`src/rtl/bcc_pkg.sv`:
```
// ---------------------------------------------------------------------------
// Balance cascade controller package
// Word types, register indexes and fixed constants shared by the block.
// ---------------------------------------------------------------------------
package bcc_pkg;

   // fixed field widths
   localparam int ANGLE_W = 17;
   localparam int RATE_W  = 16;
   localparam int WHEEL_W = 16;
   localparam int SUM_W   = 17;
   localparam int FILT_W  = 18;
   localparam int INTEG_W = 15;
   localparam int NUM_W   = 22;   // 3*sum + 7*filtered
   localparam int MAG_W   = 21;
   localparam int GAIN_W  = 32;
   localparam int PROD_W  = 64;
   localparam int TURN_W  = 16;
   localparam int CSR_IDX_W = 2;

   // divide by 10: ceil(2^28 / 10), exact for magnitudes below 2^26
   localparam logic signed [GAIN_W-1:0] DIV10_MULT  = 32'sd26843546;
   localparam int                       DIV10_SHIFT = 28;

   // register reset values
   localparam logic signed [GAIN_W-1:0] TILT_GAIN_RESET      = -32'sd13107200;
   localparam logic signed [GAIN_W-1:0] TILT_RATE_GAIN_RESET = -32'sd13107;

   typedef enum logic [CSR_IDX_W-1:0] {
      CSR_TILT_GAIN           = 2'd0,
      CSR_TILT_RATE_GAIN      = 2'd1,
      CSR_SPEED_GAIN          = 2'd2,
      CSR_SPEED_INTEGRAL_GAIN = 2'd3
   } csr_index_type;

   // post-scale selection
   typedef enum logic {
      SCALE_BALANCE = 1'b0,   // by 2^(frac+8)
      SCALE_GAIN    = 1'b1    // by 2^frac
   } scale_sel_type;

   typedef struct packed {
      logic signed [ANGLE_W-1:0] tilt_angle;
      logic signed [RATE_W-1:0]  tilt_rate;
      logic signed [WHEEL_W-1:0] wheel_speed_a;
      logic signed [WHEEL_W-1:0] wheel_speed_b;
      logic signed [RATE_W-1:0]  yaw_rate;
   } req_type;

   typedef struct packed {
      logic signed [GAIN_W-1:0] drive_value;
      logic signed [GAIN_W-1:0] balance_term;
      logic signed [GAIN_W-1:0] speed_term;
      logic signed [TURN_W-1:0] turn_term;
   } rsp_type;

   // operand pair for the shared multiplier
   typedef struct packed {
      logic signed [GAIN_W-1:0] op_a;
      logic signed [GAIN_W-1:0] op_b;
   } mul_op_type;

endpackage

```
`src/rtl/bcc_mul.sv`:
```
// ---------------------------------------------------------------------------
// Shared multiplier
// Signed 32 x 32 multiply with a registered 64-bit product.
// ---------------------------------------------------------------------------
module bcc_mul (
   input  logic                                     clock,
   input  bcc_pkg::mul_op_type                      mul_op,
   output logic signed [bcc_pkg::PROD_W-1:0]        product
);

   logic signed [bcc_pkg::PROD_W-1:0] product_ff;
   logic signed [bcc_pkg::PROD_W-1:0] product_in;

   // full-width signed product
   assign product_in = bcc_pkg::PROD_W'(mul_op.op_a) * bcc_pkg::PROD_W'(mul_op.op_b);

   always_ff @(posedge clock) begin
      product_ff <= product_in;
   end

   assign product = product_ff;

endmodule

```
`src/rtl/bcc_scale.sv`:
```
// ---------------------------------------------------------------------------
// Term scaler
// Divides an accumulator by a power of two toward zero and saturates to 32 bits.
// ---------------------------------------------------------------------------
module bcc_scale #(
   parameter int GAIN_FRAC_BITS = 16
) (
   input  logic signed [bcc_pkg::PROD_W-1:0]  value,
   input  bcc_pkg::scale_sel_type             sel,
   output logic signed [bcc_pkg::GAIN_W-1:0]  result
);

   localparam int K_BAL  = GAIN_FRAC_BITS + 8;
   localparam int K_GAIN = GAIN_FRAC_BITS;
   localparam logic signed [bcc_pkg::PROD_W-1:0] BIAS_BAL  = (64'sd1 <<< K_BAL) - 64'sd1;
   localparam logic signed [bcc_pkg::PROD_W-1:0] BIAS_GAIN = (64'sd1 <<< K_GAIN) - 64'sd1;
   localparam logic signed [bcc_pkg::PROD_W-1:0] SAT_MAX   = 64'sd2147483647;
   localparam logic signed [bcc_pkg::PROD_W-1:0] SAT_MIN   = -64'sd2147483648;

   logic signed [bcc_pkg::PROD_W-1:0] biased;
   logic signed [bcc_pkg::PROD_W-1:0] shifted;

   // negative values get a bias so the shift truncates toward zero
   always_comb begin
      biased  = value;
      shifted = '0;
      case (sel)
         bcc_pkg::SCALE_BALANCE: begin
            if (value < 0) biased = value + BIAS_BAL;
            shifted = biased >>> K_BAL;
         end
         bcc_pkg::SCALE_GAIN: begin
            if (value < 0) biased = value + BIAS_GAIN;
            shifted = biased >>> K_GAIN;
         end
         default: begin
            shifted = '0;
         end
      endcase
   end

   // saturate to the signed 32-bit range
   always_comb begin
      if (shifted > SAT_MAX) begin
         result = SAT_MAX[bcc_pkg::GAIN_W-1:0];
      end else if (shifted < SAT_MIN) begin
         result = SAT_MIN[bcc_pkg::GAIN_W-1:0];
      end else begin
         result = shifted[bcc_pkg::GAIN_W-1:0];
      end
   end

endmodule

```
`src/rtl/balance_cascade_controller.sv`:
```
// ---------------------------------------------------------------------------
// Balance cascade controller
// Upright PD and speed PI cascade for a two-wheeled balancing platform.
// ---------------------------------------------------------------------------
// Usage:
//   req_*  : one sensor sample word (tilt angle, tilt rate, two wheel speeds,
//            yaw rate) under valid/ready.
//   rsp_*  : one result word per sample (drive, balance, speed and turn
//            terms) under valid/ready, held in an output register.
//   csr_*  : gain writes, taken at any edge with csr_write_enable high;
//            write them only while no sample is in flight.
// Timing: a sample is taken when req_ready is high (sequencer idle). It then
//   runs through the BAL, INTEG, SPD and DRV steps on one shared 32x32
//   multiplier: five products plus a reciprocal multiply for the divide by
//   ten of the speed filter. No new sample is taken while one is in flight;
//   the next one can be taken as soon as the result shows on rsp_valid.
// Stall: a result waiting on rsp_ready does not block the next sample; the
//   sequencer only waits in its last step if the output register is still full.
// Reset: gains return to their defaults, filter and integral clear, the
//   output register empties and the sequencer goes idle.
// ---------------------------------------------------------------------------
module balance_cascade_controller #(
   parameter int INTEGRAL_LIMIT = 10000,
   parameter int GAIN_FRAC_BITS = 16
) (
   input  logic                                clock,
   input  logic                                reset,
   // sample channel
   input  logic                                req_valid,
   output logic                                req_ready,
   input  bcc_pkg::req_type                    req_data,
   // result channel
   output logic                                rsp_valid,
   input  logic                                rsp_ready,
   output bcc_pkg::rsp_type                    rsp_data,
   // gain registers
   input  logic                                csr_write_enable,
   input  logic [bcc_pkg::CSR_IDX_W-1:0]       csr_index,
   input  logic [bcc_pkg::GAIN_W-1:0]          csr_write_data
);

   typedef enum logic [3:0] {
      ST_IDLE,
      ST_BAL_A,
      ST_BAL_B,
      ST_BAL_C,
      ST_BAL_D,
      ST_INTEG,
      ST_SPD_A,
      ST_SPD_B,
      ST_SPD_C,
      ST_SPD_D,
      ST_DRV_A,
      ST_DRV_B,
      ST_DRV_C
   } state_type;

   localparam int IW = bcc_pkg::INTEG_W + 4;   // integral sum width
   localparam logic signed [IW-1:0] LIMIT_POS = IW'(INTEGRAL_LIMIT);
   localparam logic signed [IW-1:0] LIMIT_NEG = -IW'(INTEGRAL_LIMIT);

   // control and state registers
   state_type                               state_ff, state_in;
   logic                                    rsp_valid_ff, rsp_valid_in;
   bcc_pkg::rsp_type                        rsp_data_ff, rsp_data_in;
   logic signed [bcc_pkg::GAIN_W-1:0]       tilt_gain_ff, tilt_gain_in;
   logic signed [bcc_pkg::GAIN_W-1:0]       tilt_rate_gain_ff, tilt_rate_gain_in;
   logic signed [bcc_pkg::GAIN_W-1:0]       speed_gain_ff, speed_gain_in;
   logic signed [bcc_pkg::GAIN_W-1:0]       speed_integral_gain_ff, speed_integral_gain_in;
   logic signed [bcc_pkg::FILT_W-1:0]       filt_ff, filt_in;
   logic signed [bcc_pkg::INTEG_W-1:0]      integ_ff, integ_in;

   // datapath registers
   bcc_pkg::req_type                        sample_ff, sample_in;
   logic signed [bcc_pkg::SUM_W-1:0]        sum_ff, sum_in;
   logic [bcc_pkg::MAG_W-1:0]               mag_ff, mag_in;
   logic                                    num_neg_ff, num_neg_in;
   logic signed [bcc_pkg::TURN_W-1:0]       turn_ff, turn_in;
   logic signed [bcc_pkg::PROD_W-1:0]       acc_ff, acc_in;
   logic signed [bcc_pkg::GAIN_W-1:0]       bal_ff, bal_in;
   logic signed [bcc_pkg::GAIN_W-1:0]       spd_ff, spd_in;

   // shared units
   bcc_pkg::mul_op_type                     mul_op;
   logic signed [bcc_pkg::PROD_W-1:0]       product;
   bcc_pkg::scale_sel_type                  scale_sel;
   logic signed [bcc_pkg::GAIN_W-1:0]       scaled;

   // helpers
   logic                                    req_fire;
   logic                                    out_free;
   logic signed [bcc_pkg::NUM_W-1:0]        sum_x;
   logic signed [bcc_pkg::NUM_W-1:0]        filt_x;
   logic signed [bcc_pkg::NUM_W-1:0]        num;
   logic signed [bcc_pkg::ANGLE_W-1:0]      neg_yaw;
   logic signed [bcc_pkg::ANGLE_W-1:0]      half_yaw;
   logic [bcc_pkg::FILT_W-1:0]              quot;
   logic signed [IW-1:0]                    integ_sum;

   bcc_mul u_mul (
      .clock   (clock),
      .mul_op  (mul_op),
      .product (product)
   );

   bcc_scale #(
      .GAIN_FRAC_BITS (GAIN_FRAC_BITS)
   ) u_scale (
      .value  (acc_ff),
      .sel    (scale_sel),
      .result (scaled)
   );

   assign req_ready = (state_ff == ST_IDLE);
   assign req_fire  = req_valid && req_ready;
   assign out_free  = !rsp_valid_ff || rsp_ready;
   assign rsp_valid = rsp_valid_ff;
   assign rsp_data  = rsp_data_ff;

   // filter numerator 3*sum + 7*filtered, formed from the incoming sample
   always_comb begin
      sum_in = bcc_pkg::SUM_W'(req_data.wheel_speed_a)
             + bcc_pkg::SUM_W'(req_data.wheel_speed_b);
      sum_x  = bcc_pkg::NUM_W'(sum_in);
      filt_x = bcc_pkg::NUM_W'(filt_ff);
      num    = (sum_x <<< 1) + sum_x + (filt_x <<< 3) - filt_x;
      num_neg_in = num[bcc_pkg::NUM_W-1];
      mag_in = num_neg_in ? bcc_pkg::MAG_W'(-num) : bcc_pkg::MAG_W'(num);
   end

   // turn term: -yaw / 2 toward zero
   always_comb begin
      neg_yaw  = -bcc_pkg::ANGLE_W'(req_data.yaw_rate);
      half_yaw = (neg_yaw + bcc_pkg::ANGLE_W'(neg_yaw[bcc_pkg::ANGLE_W-1])) >>> 1;
      turn_in  = half_yaw[bcc_pkg::TURN_W-1:0];
   end

   // quotient of the filter divide and the integral sum before it is clamped
   always_comb begin
      quot      = product[bcc_pkg::DIV10_SHIFT +: bcc_pkg::FILT_W];
      integ_sum = IW'(integ_ff) + IW'(filt_ff);
   end

   // sequencer and datapath next values
   always_comb begin
      state_in      = state_ff;
      rsp_valid_in  = rsp_valid_ff;
      rsp_data_in   = rsp_data_ff;
      filt_in       = filt_ff;
      integ_in      = integ_ff;
      sample_in     = sample_ff;
      acc_in        = acc_ff;
      bal_in        = bal_ff;
      spd_in        = spd_ff;
      mul_op.op_a   = '0;
      mul_op.op_b   = '0;
      scale_sel     = bcc_pkg::SCALE_GAIN;

      if (rsp_valid_ff && rsp_ready) rsp_valid_in = 1'b0;

      case (state_ff)
         ST_IDLE: begin
            if (req_fire) begin
               sample_in = req_data;
               state_in  = ST_BAL_A;
            end
         end
         ST_BAL_A: begin
            mul_op.op_a = tilt_gain_ff;
            mul_op.op_b = bcc_pkg::GAIN_W'(sample_ff.tilt_angle);
            state_in    = ST_BAL_B;
         end
         ST_BAL_B: begin
            mul_op.op_a = tilt_rate_gain_ff;
            mul_op.op_b = bcc_pkg::GAIN_W'(sample_ff.tilt_rate);
            acc_in      = product;
            state_in    = ST_BAL_C;
         end
         ST_BAL_C: begin
            mul_op.op_a = bcc_pkg::DIV10_MULT;
            mul_op.op_b = bcc_pkg::GAIN_W'(mag_ff);
            acc_in      = acc_ff + (product <<< 8);
            state_in    = ST_BAL_D;
         end
         ST_BAL_D: begin
            scale_sel = bcc_pkg::SCALE_BALANCE;
            bal_in    = scaled;
            filt_in   = num_neg_ff ? -$signed(quot) : $signed(quot);
            state_in  = ST_INTEG;
         end
         ST_INTEG: begin
            if (integ_sum > LIMIT_POS) begin
               integ_in = LIMIT_POS[bcc_pkg::INTEG_W-1:0];
            end else if (integ_sum < LIMIT_NEG) begin
               integ_in = LIMIT_NEG[bcc_pkg::INTEG_W-1:0];
            end else begin
               integ_in = integ_sum[bcc_pkg::INTEG_W-1:0];
            end
            state_in = ST_SPD_A;
         end
         ST_SPD_A: begin
            mul_op.op_a = speed_gain_ff;
            mul_op.op_b = bcc_pkg::GAIN_W'(sum_ff);
            state_in    = ST_SPD_B;
         end
         ST_SPD_B: begin
            mul_op.op_a = speed_integral_gain_ff;
            mul_op.op_b = bcc_pkg::GAIN_W'(integ_ff);
            acc_in      = product;
            state_in    = ST_SPD_C;
         end
         ST_SPD_C: begin
            acc_in   = acc_ff + product;
            state_in = ST_SPD_D;
         end
         ST_SPD_D: begin
            spd_in   = scaled;
            state_in = ST_DRV_A;
         end
         ST_DRV_A: begin
            mul_op.op_a = tilt_gain_ff;
            mul_op.op_b = spd_ff;
            state_in    = ST_DRV_B;
         end
         ST_DRV_B: begin
            acc_in   = (bcc_pkg::PROD_W'(bal_ff) <<< GAIN_FRAC_BITS) - product;
            state_in = ST_DRV_C;
         end
         ST_DRV_C: begin
            // wait here until the output register has room
            if (out_free) begin
               rsp_valid_in             = 1'b1;
               rsp_data_in.drive_value  = scaled;
               rsp_data_in.balance_term = bal_ff;
               rsp_data_in.speed_term   = spd_ff;
               rsp_data_in.turn_term    = turn_ff;
               state_in                 = ST_IDLE;
            end
         end
         default: begin
            state_in = ST_IDLE;
         end
      endcase
   end

   // gain register writes
   always_comb begin
      tilt_gain_in           = tilt_gain_ff;
      tilt_rate_gain_in      = tilt_rate_gain_ff;
      speed_gain_in          = speed_gain_ff;
      speed_integral_gain_in = speed_integral_gain_ff;
      if (csr_write_enable) begin
         case (bcc_pkg::csr_index_type'(csr_index))
            bcc_pkg::CSR_TILT_GAIN:           tilt_gain_in           = csr_write_data;
            bcc_pkg::CSR_TILT_RATE_GAIN:      tilt_rate_gain_in      = csr_write_data;
            bcc_pkg::CSR_SPEED_GAIN:          speed_gain_in          = csr_write_data;
            bcc_pkg::CSR_SPEED_INTEGRAL_GAIN: speed_integral_gain_in = csr_write_data;
            default: begin
               tilt_gain_in = tilt_gain_ff;
            end
         endcase
      end
   end

   // state, registered outputs and loop state
   always_ff @(posedge clock) begin
      if (reset) begin
         state_ff               <= ST_IDLE;
         rsp_valid_ff           <= 1'b0;
         tilt_gain_ff           <= bcc_pkg::TILT_GAIN_RESET;
         tilt_rate_gain_ff      <= bcc_pkg::TILT_RATE_GAIN_RESET;
         speed_gain_ff          <= '0;
         speed_integral_gain_ff <= '0;
         filt_ff                <= '0;
         integ_ff               <= '0;
      end else begin
         state_ff               <= state_in;
         rsp_valid_ff           <= rsp_valid_in;
         rsp_data_ff            <= rsp_data_in;
         tilt_gain_ff           <= tilt_gain_in;
         tilt_rate_gain_ff      <= tilt_rate_gain_in;
         speed_gain_ff          <= speed_gain_in;
         speed_integral_gain_ff <= speed_integral_gain_in;
         filt_ff                <= filt_in;
         integ_ff               <= integ_in;
      end
   end

   // datapath registers, no reset
   always_ff @(posedge clock) begin
      sample_ff <= sample_in;
      acc_ff    <= acc_in;
      bal_ff    <= bal_in;
      spd_ff    <= spd_in;
      if (req_fire) begin
         sum_ff     <= sum_in;
         mag_ff     <= mag_in;
         num_neg_ff <= num_neg_in;
         turn_ff    <= turn_in;
      end
   end

endmodule

```
`config.mk`:
```
export PLATFORM = sky130hd
export DESIGN_NAME = balance_cascade_controller
export DESIGN_NICKNAME = d
export VERILOG_FILES = /design/src/rtl/bcc_pkg.sv /design/src/rtl/bcc_mul.sv /design/src/rtl/bcc_scale.sv /design/src/rtl/balance_cascade_controller.sv
export SDC_FILE = /design/constraint.sdc
export NUM_CORES = 2
export LEC_CHECK = 0
export BUFFER_PORTS_ARGS = -buffer_cell sky130_fd_sc_hd__buf_2
export CAP_MARGIN = 20
export CORE_UTILIZATION = 65
export CTS_CLUSTER_SIZE = 24
export DETAILED_ROUTE_END_ITERATION = 6
export PLACE_DENSITY = 0.83
export SETUP_SLACK_MARGIN = 0.15
export SLEW_MARGIN = 15
export SYNTH_ARGS = -nofsm -noshare
export SYNTH_HDL_FRONTEND = slang
export SYNTH_HIERARCHICAL = 1
export SYNTH_SLANG_ARGS = --single-unit
```
`constraint.sdc`:
```
create_clock -name clock -period 10.2 [get_ports clock]
set_input_delay 1.53 -clock clock [delete_from_list [all_inputs] [get_ports clock]]
set_output_delay 1.53 -clock clock [all_outputs]
set_load 0.02 [all_outputs]
```
Word level (Yosys, flattened, before mapping)
Cells that the tools add are included.
- output and inout bits: 114
- memory bits (writable): 0
- logic and storage cells: 93
- bits of input ports: 120
- memories kept: 0
- bits in registers: 558
- bits in latches: 0
- bits in read-only memories: 0
- order comparisons: 5
- multipliers: 1
- mux-type cells: 18
- add/sub/neg operators: 14
- equality and inequality tests: 17
- bitwise operators: 1
- divide/modulo/power cells: 0
- reductions and logical operators: 15
- shift operators: 0
- operator list (cell ; count):
    $pmux W64 S6 ; 1
    $pmux W64 S4 ; 1
    $add A64 B64 Y64 ; 2
    $mux W64 ; 2
    $pmux W64 S2 ; 1
    $add A64 B17 Y64 const B ; 1
    $add A64 B25 Y64 const B ; 1
    $gt A64 B32 Y1 const B ; 1
    $lt A64 B1 Y1 const B ; 1
    $lt A64 B32 Y1 const B ; 1
    $mul A32 B32 Y64 ; 1
    $mux W32 ; 2
    $sub A48 B64 Y64 ; 1
    $pmux W4 S13 ; 1
    $mux W15 ; 2
    $add A19 B21 Y22 ; 1
    $sub A22 B18 Y22 ; 1
    $mux W21 ; 1
    $neg A21 Y21 ; 1
    $eq A4 B4 Y1 const B ; 5
    $add A15 B18 Y19 ; 1
    $add A18 B17 Y19 ; 1
    $gt A19 B15 Y1 const B ; 1
    $lt A19 B15 Y1 const B ; 1
    24 further kinds ; 39

Longest topological paths before layout
- depth after elaboration: 6
- gate-level depth with buffers: 37
- gate-level depth less buffers: 32

Modules after synthesis
The synthesis kept the hierarchy.
- modules (own cells, without submodules) (module ; instances ; area an instance (µm²) ; sequential area each (µm²) ; cells each):
    bcc_mul ; 1 ; 37327.0 ; 1281.2 ; 3917
    balance_cascade_controller ; 1 ; 33322.0 ; 13172.6 ; 3692
    bcc_scale ; 1 ; 2854.0 ; 0.0 ; 457

Worst setup path before layout
OpenSTA, ideal clock, no wires.
- path kind: register to register
- from: register state_ff[2]
- to: register u_mul.product_ff (netlist bit u_mul/product[61])
- path slack: 0.926 ns
- buffers on the path: 4
- cell stages (with the launch flop): 37
- library setup time: 0.120 ns
- period minus slack after synthesis: 9.274 ns
- required time: 10.080 ns
- arrival time: 9.154 ns
- cell sequence: dfxtp_1 -> nand2b_1 -> clkbuf_1 -> nor3_1 -> or2_2 -> clkbuf_1 -> clkbuf_1 -> nand2_1 -> o21ai_0 -> clkbuf_1 -> nand2_1 -> inv_1 -> fa_1 -> inv_1 -> fa_1 -> inv_1 -> fa_1 -> fa_1 -> inv_1 -> fa_1 -> inv_1 -> fa_1 -> inv_1 -> fa_1 -> inv_1 -> fa_1 -> ha_1 -> a21oi_1 -> o21ai_0 -> a21oi_1 -> nor2_1 -> or2_2 -> a21o_1 -> a21o_1 -> a21oi_1 -> o21ai_0 -> xnor2_1
- RTL lines (element ; line ; source):
    from (decl) ; balance_cascade_controller.sv:63 ; state_type state_ff, state_in;
    from (signal assigned) ; balance_cascade_controller.sv:277 ; state_ff <= state_in;
    to (signal assigned) ; bcc_mul.sv:18 ; product_ff <= product_in;
    to (decl) ; bcc_mul.sv:11 ; logic signed [bcc_pkg::PROD_W-1:0] product_ff;

==> results.txt <==
outcome: finished with violations
violated checks: design-rule violations
first-pass GRT wire length: 369,000 um
Syn. warnings: 6
Clock transition at path regs: 0.06 ns
Cell Rows: 122
Seq/Total Area, Yosys: 19.7%
period utilization: 95.0%
final critical path time including I/O delays and setup: 9.69 ns
CP max-delay cell: dfxtp_1
GR Util met1: 53.9%
Avg Inst Size Synth: 9.11 um2
Fillers: 8,378
worst clock skew: 0.0871 ns
vias in the first global route: 62,700
startpoint types: register
GRT met3 Usage: 8.74%
TritonRoute pass-1 iters: 7
Most Used Layer, Global Route: met2
Post-DP HPWL: 192,000 um
die height: 338 um
CP Class: register to register
Post-synth EDFFs: 328
synth unique cells: 103
Critical Path AT: 10.29 ns
Final Setup Violations: 0
via count: 61,500
initial antenna violation count: 19
die area: 114,000 um2
Max Transition Viols Final: 0
area share of the largest cell type after synthesis: 30.5%
Cell Area, Synth: 73,500 um2
max-cap viol count: 0
Yosys top cell by area: fa_1
final net count: 9,733
Residual DRC: 11
drt total wl: 241,000 um
hold_buf cts: 0
R2R cell count: 28
CTS buffer count: 66
met2 usage: 66.9%
crit-path max FO: 24
RSZ-0062 raised after global routing: no
GRT Total Usage: 42.3%
Post-synth ARST share: 0%
Syn Nets: 9,720
largest net degree at the start of global routing: 94
Post-synth top cells: inv_1, fa_1, nand2_1
Synth-to-Final Area Change: 7.13%
Hold WC Path Type: register to register
CTS root buffer: clkbuf_16
Via density: 6.38
Yosys reg bits: 558
initial DRC count: 6,711
Synth Flop Type: edfxtp_1
synth top area cells: fa_1, edfxtp_1, ha_1
setup tns final: 0 ns
wire per inst: 25.0 um
routability cong.: 1.04
Setup crit end kind: register
DRT antenna net count: 0
Post-Syn Instances: 8,066
clk sinks: 558
clk_lat worst skew: 0.70 ns
Data required, critical path: 10.80 ns
most used cell, CP: fa_1
Port-buffer cells: 233
Worst-Margin Slew: 1.16 ns
core area: 111,000 um2
share of cells above drive strength 1: 7.98%
IO Count: 234
Initial Util: 66.0%
worst hold path cell count: 0
CP peak stage delay: 0.55 ns
TritonCTS clock tree: done
Die W: 338 um
GRT overflow: 0
Hold Violations, Final: 0
fmax: 103 MHz
Slew headroom: 22.5%
Max Root-Sink Buffers: 3
CTS H-tree depth: 3
Final Util: 70.7%
most common cell in the netlist: inv_1
==> cell families (layout without fill, tap and decap cells) <==
logic type | Yosys count | after routing | synth area share, %
compound gates | 1476 | 1476 | 13.0
xor+xnor | 395 | 395 | 4.71
fa+ha+maj | 1534 | 1534 | 37.5
buf+inv | 1598 | 1663 | 8.26
flops | 558 | 558 | 19.7
mux | 43 | 43 | 0.623
other cells | 0 | 13 | 0
simple gates | 2462 | 2462 | 16.2
==> final timing paths <==
check                                 start                end  slack (ns)
worst max-delay path            state_ff[3]  u_mul/product[57]        0.51
worst min-delay path            turn_ff[14]       rsp_data[14]        0.42
worst max register to register  state_ff[3]  u_mul/product[57]        0.51
worst min register to register  turn_ff[14]       rsp_data[14]        0.42
==> cells in the final DEF (no fill, tap or decap), drive strengths merged, types with 15 or more instances in the layout <==
cell type | synthesis | routed
inv | 1163 | 1170
a21o | 158 | 158
or2 | 18 | 18
and3 | 55 | 55
a22oi | 87 | 87
mux2 | 22 | 22
nor4 | 31 | 31
and2 | 525 | 525
or3 | 39 | 39
o211ai | 31 | 31
nor2 | 268 | 268
nor3 | 87 | 87
xnor2 | 240 | 240
nor2b | 36 | 36
a221oi | 24 | 24
nand3 | 152 | 152
o21a | 41 | 41
and4 | 17 | 17
ha | 415 | 415
buf | 30 | 377
clkinv | 2 | 25
nand2b | 35 | 35
a222oi | 17 | 17
edfxtp | 328 | 328
o21ai | 349 | 349
o221ai | 16 | 16
xor2 | 155 | 155
o31ai | 27 | 27
dfxtp | 230 | 230
nand4 | 94 | 94
fa | 1119 | 1119
o22ai | 15 | 15
o21bai | 54 | 54
nand2 | 1067 | 1067
clkbuf | 403 | 78
a21oi | 448 | 448
mux2i | 21 | 21
a211oi | 52 | 52
a31oi | 41 | 41
==> sequential cells by signal (all words and copies together) (netlist names), 16 cells and up <==
register	flops
acc_ff	64
bal_ff	32
filt_ff	18
mag_ff	21
rsp_data	112
sample_ff	33
spd_ff	32
speed_gain_ff	32
speed_integral_gain_ff	32
sum_ff	17
tilt_gain_ff	32
tilt_rate_gain_ff	32
turn_ff	16
u_mul/product	64
==> critical path: cells and delay by family, from the launching register on <==
family,cells,cell delay (ns)
fa+ha+maj,9,4.47
simple gates,6,1.64
compound gates,7,1.60
buf+inv,5,1.18
flops,1,0.55
mux,1,0.14
==> layer usage <==
layer / wire, um / part of all wire [%] / vias up
met5: 219 / 0.091 / -
met4: 17200 / 7.1 / 10
met3: 25400 / 11 / 939
met2: 111000 / 46 / 3734
met1: 87000 / 36 / 30400
li1: - / - / 26400
==> through the flow <==
stage / std cells / setup slack (ns) / hold slack, ns / instance area, um2
after floorplan: 8066 / 0.926 / 0.400 / 73500
after global placement: 9486 / 0.694 / 0.401 / 76100
after detailed placement: 9488 / 0.532 / 0.405 / 76100
after CTS: 9608 / 0.407 / 0.419 / 78600
after global routing: 9627 / 0.165 / 0.422 / 78700
final: 9632 / 0.515 / 0.418 / 78700
==> repair_timing <==
action	in CTS	in global routing
buffers inserted	0	6
endpoints found under the setup margin	0	3
resized for setup	0	7
==> cell type report <==
type,count,area [um2],area share [%]
antenna,13,32.5,0.0413
clock buffer,77,1770,2.25
clock inverter,43,694,0.882
inverter,1165,4380,5.56
multi-input combinational,5910,53300,67.6
sequential,558,14500,18.4
tap,1488,1860,2.36
timing repair buffer,378,2290,2.91
Power is not shown: default switching activity piles up to over one toggle a cycle in this logic, so the estimate is an artifact.
